--- config.mk ---
export PLATFORM = sky130hd
export DESIGN_NAME = tiff_horizontal_predictor_top
export DESIGN_NICKNAME = d
export VERILOG_FILES = /design/src/hdl/thp_pkg.sv /design/src/hdl/thp_cfg.sv /design/src/hdl/thp_predict.sv /design/src/hdl/thp_out_fifo.sv /design/src/hdl/tiff_horizontal_predictor_top.sv
export SDC_FILE = /design/constraint.sdc
export NUM_CORES = 2
export LEC_CHECK = 0
export ABC_CLOCK_PERIOD_IN_PS = 15750
export BUFFER_PORTS_ARGS = -buffer_cell sky130_fd_sc_hd__buf_2
export CORE_MARGIN = 10
export CORE_UTILIZATION = 44
export DETAILED_ROUTE_END_ITERATION = 12
export PLACE_DENSITY = 0.64
export SLEW_MARGIN = 5
export SYNTH_ARGS = -nofsm -noshare
export SYNTH_HDL_FRONTEND = slang
export SYNTH_SLANG_ARGS = --single-unit
--- constraint.sdc ---
create_clock -name clk_i -period 15.75 [get_ports clk_i]
set_input_delay 3.15 -clock clk_i [delete_from_list [all_inputs] [get_ports clk_i]]
set_output_delay 3.15 -clock clk_i [all_outputs]
set_load 0.01 [all_outputs]
--- src/hdl/thp_pkg.sv ---
// Shared types and constants for the TIFF horizontal predictor.
// Used by every module of the block; depends on nothing.
package thp_pkg;

  localparam int unsigned MaxChannels   = 8;
  localparam int unsigned ChanW         = 3;
  localparam int unsigned SampleW       = 16;
  localparam int unsigned ColsW         = 16;
  localparam int unsigned SppW          = 4;
  localparam int unsigned BpsW          = 5;
  localparam int unsigned TotalW        = 20;
  localparam int unsigned CfgIdxW       = 2;
  localparam int unsigned CfgDataW      = 16;
  localparam int unsigned MaxResults    = 3;
  localparam int unsigned ResCntW       = 2;
  localparam int unsigned OutFifoDepth  = 8;
  localparam int unsigned OutFifoPtrW   = 3;
  localparam int unsigned OutFifoCntW   = 4;

  // At most eight samples can complete on one byte (one-bit samples).
  localparam int unsigned NumLanes      = 8;

  // Sample j of a byte (j >= 1) exists only when j times the sample width is
  // at most 7, so the later lanes never carry more than these bits.
  localparam logic [SampleW-1:0] LaneMask [NumLanes] = '{
    16'hFFFF, 16'h007F, 16'h0007, 16'h0003,
    16'h0001, 16'h0001, 16'h0001, 16'h0001
  };

  typedef enum logic [CfgIdxW-1:0] {
    CfgDecodeMode      = 2'd0,
    CfgColumns         = 2'd1,
    CfgSamplesPerPixel = 2'd2,
    CfgBitsPerSample   = 2'd3
  } cfg_idx_e;

  localparam logic CmdData = 1'b0;
  localparam logic CmdPad  = 1'b1;

  typedef struct packed {
    logic       cmd;
    logic [7:0] in_byte;
  } in_req_t;

  typedef struct packed {
    logic [7:0] out_byte;
    logic       row_end;
    logic       last;
  } out_req_t;

  // Effective (saturated) configuration as seen by the datapath.
  typedef struct packed {
    logic              decode_mode;
    logic [SppW-1:0]   spp;
    logic [BpsW-1:0]   bps;
    logic [TotalW-1:0] total;
  } cfg_t;

endpackage

--- src/hdl/thp_cfg.sv ---
// Configuration registers of the TIFF horizontal predictor, with saturation
// and the samples-per-row product. Depends on thp_pkg.
module thp_cfg import thp_pkg::*; (
  input  logic                clk_i,
  input  logic                rst_ni,
  input  logic                cfg_we_i,
  input  logic [CfgIdxW-1:0]  cfg_idx_i,
  input  logic [CfgDataW-1:0] cfg_data_i,
  output cfg_t                cfg_o,
  output logic                row_clear_o
);

  logic              decode_q, decode_d;
  logic [ColsW-1:0]  cols_q, cols_d;
  logic [SppW-1:0]   spp_q, spp_d;
  logic [BpsW-1:0]   bps_q, bps_d;
  logic [TotalW-1:0] total_q, total_d;

  always_comb begin
    decode_d = decode_q;
    cols_d   = cols_q;
    spp_d    = spp_q;
    bps_d    = bps_q;
    if (cfg_we_i) begin
      unique case (cfg_idx_e'(cfg_idx_i))
        CfgDecodeMode: begin
          decode_d = cfg_data_i[0];
        end
        CfgColumns: begin
          cols_d = (cfg_data_i == '0) ? ColsW'(1) : cfg_data_i;
        end
        CfgSamplesPerPixel: begin
          if (cfg_data_i[SppW-1:0] == '0) begin
            spp_d = SppW'(1);
          end else if (cfg_data_i[SppW-1:0] > SppW'(MaxChannels)) begin
            spp_d = SppW'(MaxChannels);
          end else begin
            spp_d = cfg_data_i[SppW-1:0];
          end
        end
        CfgBitsPerSample: begin
          if (cfg_data_i[BpsW-1:0] == '0) begin
            bps_d = BpsW'(1);
          end else if (cfg_data_i[BpsW-1:0] > BpsW'(SampleW)) begin
            bps_d = BpsW'(SampleW);
          end else begin
            bps_d = cfg_data_i[BpsW-1:0];
          end
        end
        default: begin
          decode_d = decode_q;
        end
      endcase
    end
    // Fits: 65535 columns times 8 channels is below 2^20.
    total_d = TotalW'(cols_d) * TotalW'(spp_d);
  end

  always_ff @(posedge clk_i or negedge rst_ni) begin
    if (!rst_ni) begin
      decode_q <= 1'b0;
      cols_q   <= ColsW'(1);
      spp_q    <= SppW'(1);
      bps_q    <= BpsW'(8);
      total_q  <= TotalW'(1);
    end else begin
      decode_q <= decode_d;
      cols_q   <= cols_d;
      spp_q    <= spp_d;
      bps_q    <= bps_d;
      total_q  <= total_d;
    end
  end

  assign cfg_o.decode_mode = decode_q;
  assign cfg_o.spp         = spp_q;
  assign cfg_o.bps         = bps_q;
  assign cfg_o.total       = total_q;

  // Every register write restarts the row.
  assign row_clear_o = cfg_we_i;

endmodule

--- src/hdl/thp_predict.sv ---
// Row state and single-pass sample datapath of the TIFF horizontal predictor:
// unpacks the samples of one byte, predicts, repacks. Depends on thp_pkg.
module thp_predict import thp_pkg::*; (
  input  logic                            clk_i,
  input  logic                            rst_ni,
  input  cfg_t                            cfg_i,
  input  logic                            row_clear_i,
  input  logic                            item_valid_i,
  input  in_req_t                         item_i,
  output logic [ResCntW-1:0]              res_cnt_o,
  output out_req_t [MaxResults-1:0]       res_o
);

  logic [SampleW-1:0] prev_q [MaxChannels];
  logic [SampleW-1:0] prev_d [MaxChannels];
  logic [15:0]        ibuf_q, ibuf_d;
  logic [3:0]         ibcnt_q, ibcnt_d;
  logic [7:0]         obuf_q, obuf_d;
  logic [2:0]         obcnt_q, obcnt_d;
  logic [ChanW-1:0]   chan_q, chan_d;
  logic [TotalW-1:0]  left_q, left_d;
  logic               fresh_q, fresh_d;

  logic [7:0]         byte_in;
  logic [23:0]        win, wal, vsum, obig;
  logic [4:0]         ccnt, cons, tot, rem;
  logic [16:0]        mask_w;
  logic [SampleW-1:0] mask;
  logic [TotalW-1:0]  left_eff;
  logic [7:0]         off [NumLanes];
  logic [7:0]         sh [NumLanes];
  logic [NumLanes-1:0] en;
  logic [SppW-1:0]    ch [NumLanes+1];
  logic [SampleW-1:0] s [NumLanes];
  logic [SampleW-1:0] pred [NumLanes];
  logic [SampleW-1:0] v [NumLanes];
  logic [SampleW-1:0] w [NumLanes];
  logic [3:0]         k;
  logic [1:0]         nb;
  logic [7:0]         lo_byte;
  logic [ResCntW-1:0] nres;
  logic               skip, act, at_end, flush;

  assign skip     = (item_i.cmd == CmdPad) && fresh_q;
  assign act      = item_valid_i && !skip;
  assign byte_in  = (item_i.cmd == CmdPad) ? 8'h00 : item_i.in_byte;
  assign win      = {ibuf_q, byte_in};
  assign ccnt     = 5'(ibcnt_q) + 5'd8;
  assign wal      = win << (5'd24 - ccnt);
  assign mask_w   = (17'd1 << cfg_i.bps) - 17'd1;
  assign mask     = mask_w[SampleW-1:0];
  assign left_eff = fresh_q ? cfg_i.total : left_q;

  // Lanes: sample j ends (j+1)*bps bits into the left-aligned window.
  always_comb begin
    k    = '0;
    cons = '0;
    for (int j = 0; j < NumLanes; j++) begin
      off[j] = 8'(cfg_i.bps) * 8'(j + 1);
      sh[j]  = 8'd24 - off[j];
      en[j]  = (off[j] <= 8'(ccnt)) && (left_eff > TotalW'(j));
      if (en[j]) begin
        k    = 4'(j + 1);
        cons = off[j][4:0];
      end
    end
  end

  always_comb begin
    ch[0] = SppW'(chan_q);
    for (int j = 0; j < NumLanes; j++) begin
      ch[j+1] = ((ch[j] + SppW'(1)) == cfg_i.spp) ? '0 : ch[j] + SppW'(1);
    end
  end

  // Prediction chain: a sample takes its predecessor from an earlier lane of
  // the same byte when one shares its channel, else from the saved sample.
  always_comb begin
    for (int j = 0; j < NumLanes; j++) begin
      s[j] = en[j] ? (SampleW'(wal >> sh[j]) & mask & LaneMask[j]) : '0;
      pred[j] = prev_q[ch[j][ChanW-1:0]];
      for (int i = 0; i < j; i++) begin
        if ((SppW'(i) + cfg_i.spp) == SppW'(j)) begin
          pred[j] = w[i];
        end
      end
      if (cfg_i.decode_mode) begin
        v[j] = (s[j] + pred[j]) & mask & LaneMask[j];
        w[j] = v[j];
      end else begin
        v[j] = (s[j] - pred[j]) & mask & LaneMask[j];
        w[j] = s[j];
      end
    end
  end

  // Results land in the bit positions that the input samples held.
  always_comb begin
    vsum = '0;
    for (int j = 0; j < NumLanes; j++) begin
      if (en[j]) begin
        vsum = vsum | (24'(v[j]) << sh[j]);
      end
    end
  end

  assign obig  = {obuf_q, 16'h0000} | (vsum >> obcnt_q);
  assign tot   = 5'(obcnt_q) + cons;
  assign nb    = tot[4:3];
  assign rem   = ccnt - cons;

  always_comb begin
    unique case (nb)
      2'd0:    lo_byte = obig[23:16];
      2'd1:    lo_byte = obig[15:8];
      2'd2:    lo_byte = obig[7:0];
      default: lo_byte = 8'h00;
    endcase
  end

  assign at_end = (left_eff == TotalW'(k));
  assign flush  = at_end && (tot[2:0] != 3'd0);
  assign nres   = nb + ResCntW'(flush);

  always_comb begin
    res_o[0].out_byte = (nb != 2'd0) ? obig[23:16] : lo_byte;
    res_o[1].out_byte = (nb == 2'd2) ? obig[15:8] : lo_byte;
    res_o[2].out_byte = lo_byte;
    for (int i = 0; i < MaxResults; i++) begin
      res_o[i].last    = (nres == ResCntW'(i + 1));
      res_o[i].row_end = at_end && (nres == ResCntW'(i + 1));
    end
  end

  assign res_cnt_o = act ? nres : '0;

  always_comb begin
    prev_d  = prev_q;
    ibuf_d  = ibuf_q;
    ibcnt_d = ibcnt_q;
    obuf_d  = obuf_q;
    obcnt_d = obcnt_q;
    chan_d  = chan_q;
    left_d  = left_q;
    fresh_d = fresh_q;
    if (row_clear_i || (act && at_end)) begin
      for (int c = 0; c < MaxChannels; c++) begin
        prev_d[c] = '0;
      end
      ibuf_d  = '0;
      ibcnt_d = '0;
      obuf_d  = '0;
      obcnt_d = '0;
      chan_d  = '0;
      fresh_d = 1'b1;
    end else if (act) begin
      for (int c = 0; c < MaxChannels; c++) begin
        for (int j = 0; j < NumLanes; j++) begin
          if (en[j] && (ch[j] == SppW'(c))) begin
            prev_d[c] = w[j];
          end
        end
      end
      ibcnt_d = rem[3:0];
      ibuf_d  = win[15:0] & ((16'd1 << rem[3:0]) - 16'd1);
      obuf_d  = lo_byte;
      obcnt_d = tot[2:0];
      for (int j = 0; j <= NumLanes; j++) begin
        if (k == 4'(j)) begin
          chan_d = ch[j][ChanW-1:0];
        end
      end
      left_d  = left_eff - TotalW'(k);
      fresh_d = 1'b0;
    end
  end

  always_ff @(posedge clk_i or negedge rst_ni) begin
    if (!rst_ni) begin
      for (int c = 0; c < MaxChannels; c++) begin
        prev_q[c] <= '0;
      end
      ibuf_q  <= '0;
      ibcnt_q <= '0;
      obuf_q  <= '0;
      obcnt_q <= '0;
      chan_q  <= '0;
      left_q  <= '0;
      fresh_q <= 1'b1;
    end else begin
      prev_q  <= prev_d;
      ibuf_q  <= ibuf_d;
      ibcnt_q <= ibcnt_d;
      obuf_q  <= obuf_d;
      obcnt_q <= obcnt_d;
      chan_q  <= chan_d;
      left_q  <= left_d;
      fresh_q <= fresh_d;
    end
  end

  // Leftover input bits never make up a whole sample between bytes.
  a_ibcnt_below_bps: assert property (@(posedge clk_i) disable iff (!rst_ni)
    {1'b0, ibcnt_q} < cfg_i.bps)
    else $error("input bit count reached a whole sample");

  a_chan_below_spp: assert property (@(posedge clk_i) disable iff (!rst_ni)
    {1'b0, chan_q} < cfg_i.spp)
    else $error("channel index outside the pixel");

  a_row_end_has_result: assert property (@(posedge clk_i) disable iff (!rst_ni)
    (act && at_end) |-> (res_cnt_o != '0))
    else $error("row ended without a result byte");

endmodule

--- src/hdl/thp_out_fifo.sv ---
// Result queue of the TIFF horizontal predictor: takes up to three result
// bytes per cycle and hands them out one at a time. Depends on thp_pkg.
module thp_out_fifo import thp_pkg::*; (
  input  logic                      clk_i,
  input  logic                      rst_ni,
  input  logic [ResCntW-1:0]        push_cnt_i,
  input  out_req_t [MaxResults-1:0] push_i,
  output logic                      room_o,
  output logic                      out_valid_o,
  input  logic                      out_ready_i,
  output out_req_t                  out_o
);

  out_req_t               mem_q [OutFifoDepth];
  logic [OutFifoPtrW-1:0] wr_ptr_q, wr_ptr_d;
  logic [OutFifoPtrW-1:0] rd_ptr_q, rd_ptr_d;
  logic [OutFifoCntW-1:0] cnt_q, cnt_d;
  logic                   pop;

  assign out_valid_o = (cnt_q != '0);
  assign out_o       = mem_q[rd_ptr_q];
  assign pop         = out_valid_o && out_ready_i;
  assign room_o      = (cnt_q <= OutFifoCntW'(OutFifoDepth - MaxResults));

  always_comb begin
    wr_ptr_d = wr_ptr_q + OutFifoPtrW'(push_cnt_i);
    rd_ptr_d = rd_ptr_q + OutFifoPtrW'(pop);
    cnt_d    = cnt_q + OutFifoCntW'(push_cnt_i) - OutFifoCntW'(pop);
  end

  always_ff @(posedge clk_i) begin
    for (int i = 0; i < MaxResults; i++) begin
      if (ResCntW'(i) < push_cnt_i) begin
        mem_q[wr_ptr_q + OutFifoPtrW'(i)] <= push_i[i];
      end
    end
  end

  always_ff @(posedge clk_i or negedge rst_ni) begin
    if (!rst_ni) begin
      wr_ptr_q <= '0;
      rd_ptr_q <= '0;
      cnt_q    <= '0;
    end else begin
      wr_ptr_q <= wr_ptr_d;
      rd_ptr_q <= rd_ptr_d;
      cnt_q    <= cnt_d;
    end
  end

  a_cnt_in_range: assert property (@(posedge clk_i) disable iff (!rst_ni)
    cnt_q <= OutFifoCntW'(OutFifoDepth))
    else $error("result queue overflowed");

  a_push_with_room: assert property (@(posedge clk_i) disable iff (!rst_ni)
    (push_cnt_i != '0) |-> room_o)
    else $error("results pushed without room for a full burst");

  a_push_cnt_max: assert property (@(posedge clk_i) disable iff (!rst_ni)
    push_cnt_i <= ResCntW'(MaxResults))
    else $error("more results than one byte can cause");

endmodule

--- src/hdl/tiff_horizontal_predictor_top.sv ---
// Top level of the TIFF horizontal predictor (predictor 2 differencing).
// Instantiates thp_cfg, thp_predict and thp_out_fifo; depends on thp_pkg.
//
//   Channel   Handshake                  Payload                        Direction
//   config    cfg_we_i                   cfg_idx_i, cfg_data_i          in
//   input     in_valid_i / in_ready_o    in_req_i (cmd, in_byte)        in
//   output    out_valid_o / out_ready_i  out_req_o (out_byte, row_end,  out
//                                        last)
//
// One input byte is taken per clock while the result queue has room. A
// request waits in the input register, its samples are unpacked, predicted
// and repacked in a single pass, and its zero to three result bytes enter the
// result queue, from which the first result is offered on out_valid_o. The
// result queue (eight entries) sets the stall point: input is held off while
// the input register is full and the queue has room for fewer than three
// bytes, so a stalled output side backs up into in_ready_o. Reset is
// asynchronous and active low; it restores the default configuration (encode,
// one column, one channel, eight bits) and clears all row state.
//
// Each configuration write restarts the current row: saved samples, bit
// buffers and the channel position are cleared. Writes are meant to happen
// only while no request is in flight. A pad request (cmd high) acts as a
// zero data byte, letting a caller finish a partial row; at the start of a
// row it is consumed with no result.
//
// Within a byte the samples are handled as parallel lanes: with narrow
// samples up to eight complete on one byte, and a lane whose channel repeats
// inside the byte takes its predecessor from the earlier lane rather than
// from the saved per-channel register.
module tiff_horizontal_predictor_top import thp_pkg::*; (
  input  logic                clk_i,
  input  logic                rst_ni,
  input  logic                cfg_we_i,
  input  logic [CfgIdxW-1:0]  cfg_idx_i,
  input  logic [CfgDataW-1:0] cfg_data_i,
  input  logic                in_valid_i,
  output logic                in_ready_o,
  input  in_req_t             in_req_i,
  output logic                out_valid_o,
  input  logic                out_ready_i,
  output out_req_t            out_req_o
);

  cfg_t                      cfg;
  logic                      row_clear;
  logic                      inq_valid_q, inq_valid_d;
  in_req_t                   inq_q;
  logic                      room;
  logic                      advance;
  logic                      accept;
  logic [ResCntW-1:0]        res_cnt;
  out_req_t [MaxResults-1:0] res;

  thp_cfg u_cfg (
    .clk_i       (clk_i),
    .rst_ni      (rst_ni),
    .cfg_we_i    (cfg_we_i),
    .cfg_idx_i   (cfg_idx_i),
    .cfg_data_i  (cfg_data_i),
    .cfg_o       (cfg),
    .row_clear_o (row_clear)
  );

  // Input register: it drains into the datapath whenever the result queue
  // can take a full burst, and refills in the same cycle.
  assign advance    = inq_valid_q && room;
  assign in_ready_o = !inq_valid_q || room;
  assign accept     = in_valid_i && in_ready_o;

  always_comb begin
    inq_valid_d = inq_valid_q;
    if (accept) begin
      inq_valid_d = 1'b1;
    end else if (advance) begin
      inq_valid_d = 1'b0;
    end
  end

  always_ff @(posedge clk_i or negedge rst_ni) begin
    if (!rst_ni) begin
      inq_valid_q <= 1'b0;
    end else begin
      inq_valid_q <= inq_valid_d;
    end
  end

  always_ff @(posedge clk_i) begin
    if (accept) begin
      inq_q <= in_req_i;
    end
  end

  thp_predict u_predict (
    .clk_i        (clk_i),
    .rst_ni       (rst_ni),
    .cfg_i        (cfg),
    .row_clear_i  (row_clear),
    .item_valid_i (advance),
    .item_i       (inq_q),
    .res_cnt_o    (res_cnt),
    .res_o        (res)
  );

  thp_out_fifo u_out_fifo (
    .clk_i       (clk_i),
    .rst_ni      (rst_ni),
    .push_cnt_i  (res_cnt),
    .push_i      (res),
    .room_o      (room),
    .out_valid_o (out_valid_o),
    .out_ready_i (out_ready_i),
    .out_o       (out_req_o)
  );

endmodule
[Word level (Yosys, flattened, before mapping)]
Memory sizes are Yosys's and may differ from the RTL's.
Cells that the tools add are included.
Word-level totals
  memories: 1
  register bits: 249
  RAM bits: 80
  logic and storage cells: 627
  output and inout port bits: 12
Memory list
  u_out_fifo.mem_q: depth 8, width 10, read ports 1, clocked after Yosys merged registers in 0, write ports 3, RTL line thp_out_fifo.sv:14  | out_req_t mem_q [OutFifoDepth];
Cells by class
  eq/ne operators: 109
  magnitude comparators: 30
  mux-type cells: 217
  shift-type cells: 20
  reduce and logical (&&, ||, !) cells: 125
  multipliers: 5
  $add $sub $neg: 52
  bitwise operators: 42
Operators by type and width (number)
  16-bit two-way mux: 75
  16-bit binary-select mux with 3-bit select: 8
  128-bit two-way mux: 2
  4-bit by 3-bit equality test with 1-bit output, second input constant: 54
  24-bit two-way mux: 8
  24-bit bitwise OR: 8
  1-bit by 8-bit left shift with 24-bit output: 4
  24-bit by 8-bit >> shifter with 1-bit output: 4
  4-bit by 2-bit equality test with 1-bit output, second input constant: 21
  1-bit logical AND: 82
  9-bit nonzero test: 9
  20-bit by 3-bit greater-than comparator with 1-bit output, second input constant: 4
  4-bit two-way mux: 20
  16-bit AND: 4
  3-bit two-way mux: 20
  1-bit two-way mux: 52
  5-bit two-way mux: 10
  7-bit two-way mux: 6
  20-bit by 1-bit greater-than comparator with 1-bit output, second input constant: 2
  20-bit by 2-bit greater-than comparator with 1-bit output, second input constant: 2
  8-bit two-way mux: 5
  4-bit by 1-bit equality test with 1-bit output, second input constant: 9
  4-bit zero test: 9
  4-bit equality test: 8
  82 further kinds: 174

[Depth between registers and ports, before layout]
  word-level depth: 45
  mapped depth: 69
  depth with buffers taken out: 61

[Cells and area by module]
From an unflattened synthesis, not the netlist that was laid out.
Unflattened totals
  cell total of the unflattened synthesis: 5104
  area, all modules: 39909.5 um^2
By module, submodules not included
  thp_predict: sequential area each 4580.6 um^2, times used 1, cells each 4049, area an instance 29625.9 um^2
  thp_out_fifo: sequential area each 2652.5 um^2, times used 1, cells each 647, area an instance 6187.2 um^2
  thp_cfg: sequential area each 1156.1 um^2, times used 1, cells each 394, area an instance 3766.1 um^2
  tiff_horizontal_predictor_top: sequential area each 295.3 um^2, times used 1, cells each 14, area an instance 330.3 um^2

[Worst setup path after synthesis]
Ideal clock, no wire load.
  path kind: flip-flop to flip-flop
  start point: register u_predict.chan_q[2]
  end point: register u_predict.prev_q[47] in the netlist's numbering
  clock period less this slack: 14.329 ns
  buffers on the path: 9
  data arrival time: 14.182 ns
  stages on the path, launching flop included: 62
  setup slack: 1.421 ns
  data required time: 15.604 ns
  cell sequence: dfrtp_1 -> inv_1 -> clkbuf_1 -> buf_1 -> ha_1 -> xnor2_1 -> nor4_1 -> nor2_1 -> clkbuf_1 -> ha_1 -> xnor2_1 -> o311ai_1 -> o41ai_4 -> inv_1 -> ha_1 -> clkbuf_1 -> xnor3_1 -> nand2_1 -> (+26 left out) -> clkbuf_1 -> xor2_1 -> or3_1 -> a211oi_2 -> nor2_1 -> or2_1 -> and2_1 -> clkbuf_1 -> ha_1 -> a311o_1 -> or2_2 -> nand2b_1 -> nand2b_1 -> clkbuf_1 -> a31o_2 -> nand2_1 -> clkbuf_1 -> o31ai_1
Between the ends
  longest elaborated chain between the ends: 26
  elaborated cells on any way between the ends: 56
RTL lines
  start, declared: RTL line thp_predict.sv:20  | logic [ChanW-1:0] chan_q, chan_d;
  start signal, assigned: RTL line thp_predict.sv:196  | chan_q <= chan_d;
  3-bit by 1-bit adder with 4-bit output: RTL line thp_predict.sv:72  | ch[j+1] = ((ch[j] + SppW'(1)) == cfg_i.spp) ? '0 : ch[j] + SppW'(1);
  4-bit equality test: RTL line thp_predict.sv:72
  4-bit two-way mux: RTL line thp_predict.sv:72
  4-bit by 1-bit adder with 4-bit output: RTL line thp_predict.sv:72
  4-bit equality test: RTL line thp_predict.sv:72
  4-bit two-way mux: RTL line thp_predict.sv:72
  4-bit by 1-bit adder with 4-bit output: RTL line thp_predict.sv:72
  4-bit equality test: RTL line thp_predict.sv:72
  (+10 left out)
  4-bit by 1-bit adder with 4-bit output: RTL line thp_predict.sv:72
  4-bit equality test: RTL line thp_predict.sv:72
  4-bit two-way mux: RTL line thp_predict.sv:72
  4-bit by 3-bit equality test with 1-bit output: RTL line thp_predict.sv:159  | if (en[j] && (ch[j] == SppW'(c))) begin
  1-bit logical AND: RTL line thp_predict.sv:159
  16-bit two-way mux: RTL line thp_predict.sv:159
  128-bit two-way mux: RTL line thp_predict.sv:156  | end else if (act) begin
  128-bit two-way mux: RTL line thp_predict.sv:146  | if (row_clear_i || (act && at_end)) begin
  end signal, assigned: RTL line thp_predict.sv:191  | prev_q <= prev_d;
  end, declared: RTL line thp_predict.sv:14  | logic [SampleW-1:0] prev_q [MaxChannels];
Several ways; a longest one is shown, not always the timed one. The select of a mux whose other input is x is not followed.
A chain may end at the register's enable or synchronous reset.

==> impl_summary.txt <==
----------------------------------------------------
[Route]
  DRT Pass-1 Iters ... 7
  DRC violations left ... 0
  Average wire length per cell after detail routing ... 25.57 um
  Routed Antenna Nets ... 0
  Via count ... 39350
  DR vias/cell ... around 6.7
  Number of DRC violations after detailed-routing iteration 0 ... a little over 5000
  Detailed Route WL ... between 150 and 200 mm

[Floorplan]
  Standard-cell rows ... 108
  Chip width ... 315.3 um
  Die Area ... 99440 um2
  Vertical extent of the die ... 315.3 um
  Top-level I/O count ... 44
  Core region area ... 86620 um2
  Starting Density ... 44.31%

[Setup path]
  CP Data Arrival Time ... roughly 15 ns
  Startpoint of the most critical register-to-register path ... u_predict.ibcnt_q[0]
  Kind of cell adding the most delay to the critical path ... compound AO/OA/AOI/OAI gates
  Crit path capture type ... flop
  CP Max Fanout ... 40
  Critical Path Source ... u_predict.ibcnt_q[0]
  Type of the worst setup path ... reg2reg
  Crit path launch type ... flop
  Count of buffer and inverter cells on the critical path ... 5
  CP max stage delay ... about 0.8 ns
  Required arrival time at the worst endpoint ... 16.06 ns
  Slowest-stage cell, CP ... dfrtp_4

[Final layout]
  Ratio of cells with drive above 1 in the final layout ... 11.61%
  Net count reported at finish ... 4960
  Area overhead of the layout relative to synthesis ... 7.635%
  Post-route insts no fill ... 5877
  Post-Layout Inst Area ... 41310 um2
  Commonest cells after routing, fill and taps aside ... nand2_1 (683), nor2_1 (382), o21ai_0 (293)
  Leading cell type in the layout, fill and taps excluded ... nand2_1

[GRT]
  Vias in the first global route ... 36790
  Antenna violations before repair ... 2
  First-pass GRT wire length ... 229.6 mm
  Largest net degree at the start of global routing ... 159
  Global router's overall resource usage ... 29.12%
  Total congestion overflow ... 0

[STA]
  Worst relative slew slack ... 15.70%
  Hold violation count in the final report ... 0
  Final setup TNS ... 0 ns
  Slew of the pin with the lowest slew margin ... about 1.2 ns
  Final worst-path cycle share ... 95.04%
  Maximum clock rate ... 0.06681 GHz
  Smallest hold slack ... 0.4700 ns
  Setup repair after global routing missed its margin ... false
  Final number of max-transition violations ... 0
  Setup skew after layout ... 0.04559 ns
  Min cycle time layout ... approximately 15 ns
  Number of endpoints failing setup at the final stage ... 0

[Clock tree]
  Buffer type at the clock tree root ... clkbuf_16
  Insertion delay of the later-clocked pin in the worst-skew pair ... about 0.62 ns
  CTS max path bufs ... 3
  Clock buffers created by TritonCTS ... 40
  Number of buffers inserted by post-CTS setup repair ... 0
  Number of H-tree branching levels ... 2
  PostCTS Resize Cnt ... 0
  Hold-fix buffers, CTS ... 0
  Clock transition at the register clock pins on the worst setup and hold paths after CTS ... 0.06 ns
  Total number of clock tree sinks ... around 330
  CTS tree ... built

[Synth]
  Count of yosys warnings during synthesis ... 0
  Library cells used by synthesis ... 124
  Post-synthesis net count ... around 5100
  Synth Cell Area ... ~38000 um2
  Number of cells produced by synthesis ... 4784
  Largest area contributor in the netlist ... dfrtp_1
  Area share of and/or/nand/nor cells after synthesis ... 21.52%
  Area contributors post-synth ... dfrtp_1 (15%), edfxtp_1 (7.0%), nand2_1 (6.7%), ha_1 (6.3%), mux4_2 (5.7%)
  Synth Area in Adders ... between 8 and 9%
  Number of enable-type register cells in the synthesized netlist ... 89
  Mux cell area share after synthesis ... 11.42%
  Compound-cell area share of the yosys netlist ... 26.93%
  Portion of synthesized cell area occupied by the leading cell type ... 15.32%
  Register area share after synthesis ... 22.63%
  Share of async-settable or async-resettable flops after synthesis ... about 73%
  Dominant combinational cell family by area after synthesis ... compound AO/OA/AOI/OAI gates
  Average cell area after synthesis ... around 8 um2
  Total of flip-flops plus latches after synthesis ... 329
  Main synth FF type ... dfrtp_1
  Parity-gate share of the synthesized area counting xor and xnor cells ... between 3 and 4%

[Place]
  Placed insts ... 5803
  Cell area after placement ... around 40000 um2
  Final HPWL from detailed placement ... 113.9 mm
  Placer Congestion ... 1.050
  Total of buffers placed on input and output ports ... 43

[Flow run]
  # Max-Cap Violations ... 0

[Worst hold path]
  Startpoint of the worst hold path ... u_predict.prev_q[79]
  Hold WC Path Type ... reg2reg

[Status]
  Outcome ... completed

----------------------------------------------------
layer usage:
metal / global-route usage, % / vias up / share of wire [%]
met5: 0 / - / 0.011
met1: 40.05 / 18940 / 42
met2: 44.53 / 2258 / 44
met4: 12.74 / 2 / 4.7
li1: - / 17700 / -
met3: 5.014 / 444 / 9.4
kinds of logic after synthesis:
kind of cell             Yosys count
flip-flops                       329
adder cells (fa/ha/maj)          238
AND/OR/NAND/NOR                 1785
buffers and inverters            514
multiplexers                     306
XOR/XNOR                         158
AO/OA/AOI/OAI                   1454
worst register-to-register path, delay by kind of cell (launching register included):
family | cells | cell delay, ns
AOI/OAI and AO/OA | 20 | 6.88
muxes | 7 | 2.05
buffers and inverters | 5 | 1.10
xor gates and xnor gates | 1 | 0.16
adders and majority gates | 5 | 1.80
DFF | 1 | 0.82
and+or+nand+nor | 9 | 1.89
cell usage after synthesis, types with 39 or more instances:
| cell type | number |
|---|---|
| edfxtp_1 | 89 |
| xor2_1 | 50 |
| ha_1 | 192 |
| a21o_1 | 46 |
| and3_1 | 47 |
| o221ai_1 | 57 |
| inv_1 | 193 |
| o211ai_1 | 58 |
| mux2i_1 | 138 |
| dfrtp_1 | 235 |
| mux4_2 | 97 |
| clkbuf_1 | 248 |
| mux2_2 | 68 |
| a21oi_1 | 253 |
| nor2b_1 | 52 |
| o21ai_0 | 299 |
| nand2_1 | 685 |
| a211oi_1 | 66 |
| nand2b_1 | 55 |
| a221oi_1 | 39 |
| nor2_1 | 384 |
| xnor2_1 | 104 |
| a31oi_1 | 45 |
| nor3_1 | 155 |
| o22ai_1 | 41 |
| and2_1 | 53 |
| nand3_1 | 156 |
| o31ai_1 | 113 |
| nor4_1 | 43 |
| fa_1 | 46 |
final timing paths:
| path | slack [ns] | to | depth (start not counted) |
|---|---|---|---|
| worst max register to register | 0.78 | u_out_fifo.mem_q[6][6] | 47 |
| max in group asynchronous | 11.72 | u_predict.chan_q[0] | 2 |
| worst min register to register | 0.47 | u_predict.prev_q[79] | 2 |
| worst min-delay path | 0.47 | u_predict.prev_q[79] | 2 |
| worst max-delay path | 0.78 | u_out_fifo.mem_q[6][6] | 47 |
| min in group asynchronous | 2.52 | u_predict.ibuf_q[1] | 1 |
registers in the layout, indices dropped and copies added, names as in the netlist, 3 cells and up:
signal / count
u_predict.prev_q: 128
u_predict.left_q: 20
u_cfg.cols_q: 16
u_out_fifo.cnt_q: 4
u_out_fifo.wr_ptr_q: 3
u_predict.chan_q: 3
u_out_fifo.rd_ptr_q: 3
inq_q: 9
u_predict.obuf_q: 8
u_predict.obcnt_q: 3
u_out_fifo.mem_q: 80
u_predict.ibuf_q: 16
u_cfg.bps_q: 5
u_cfg.spp_q: 4
u_cfg.total_q: 20
u_predict.ibcnt_q: 4
area by class of cell:
class / instances / area [um2]
well taps: 1155 / 1445
repair buffers: 170 / 1191
diodes: 1 / 2.502
flip-flops and latches: 329 / 8696
inverters: 208 / 783.3
clock buffers: 44 / 1047
multi-input cells: 3941 / 27870
fillers: 8480 / 45310
clock inverters: 29 / 276.5
metrics by stage:
step,utilization [%],setup WS [ns]
finish,47.69,0.7811
detailed placement,46.11,0.4018
CTS,47.64,0.3543
floorplan,-,1.421
global placement,46.11,0.4833
global route,47.69,0.001796
Power is left out: the tool's default activity adds up to more than one toggle a clock period on the data nets, which glitch-free logic cannot reach.
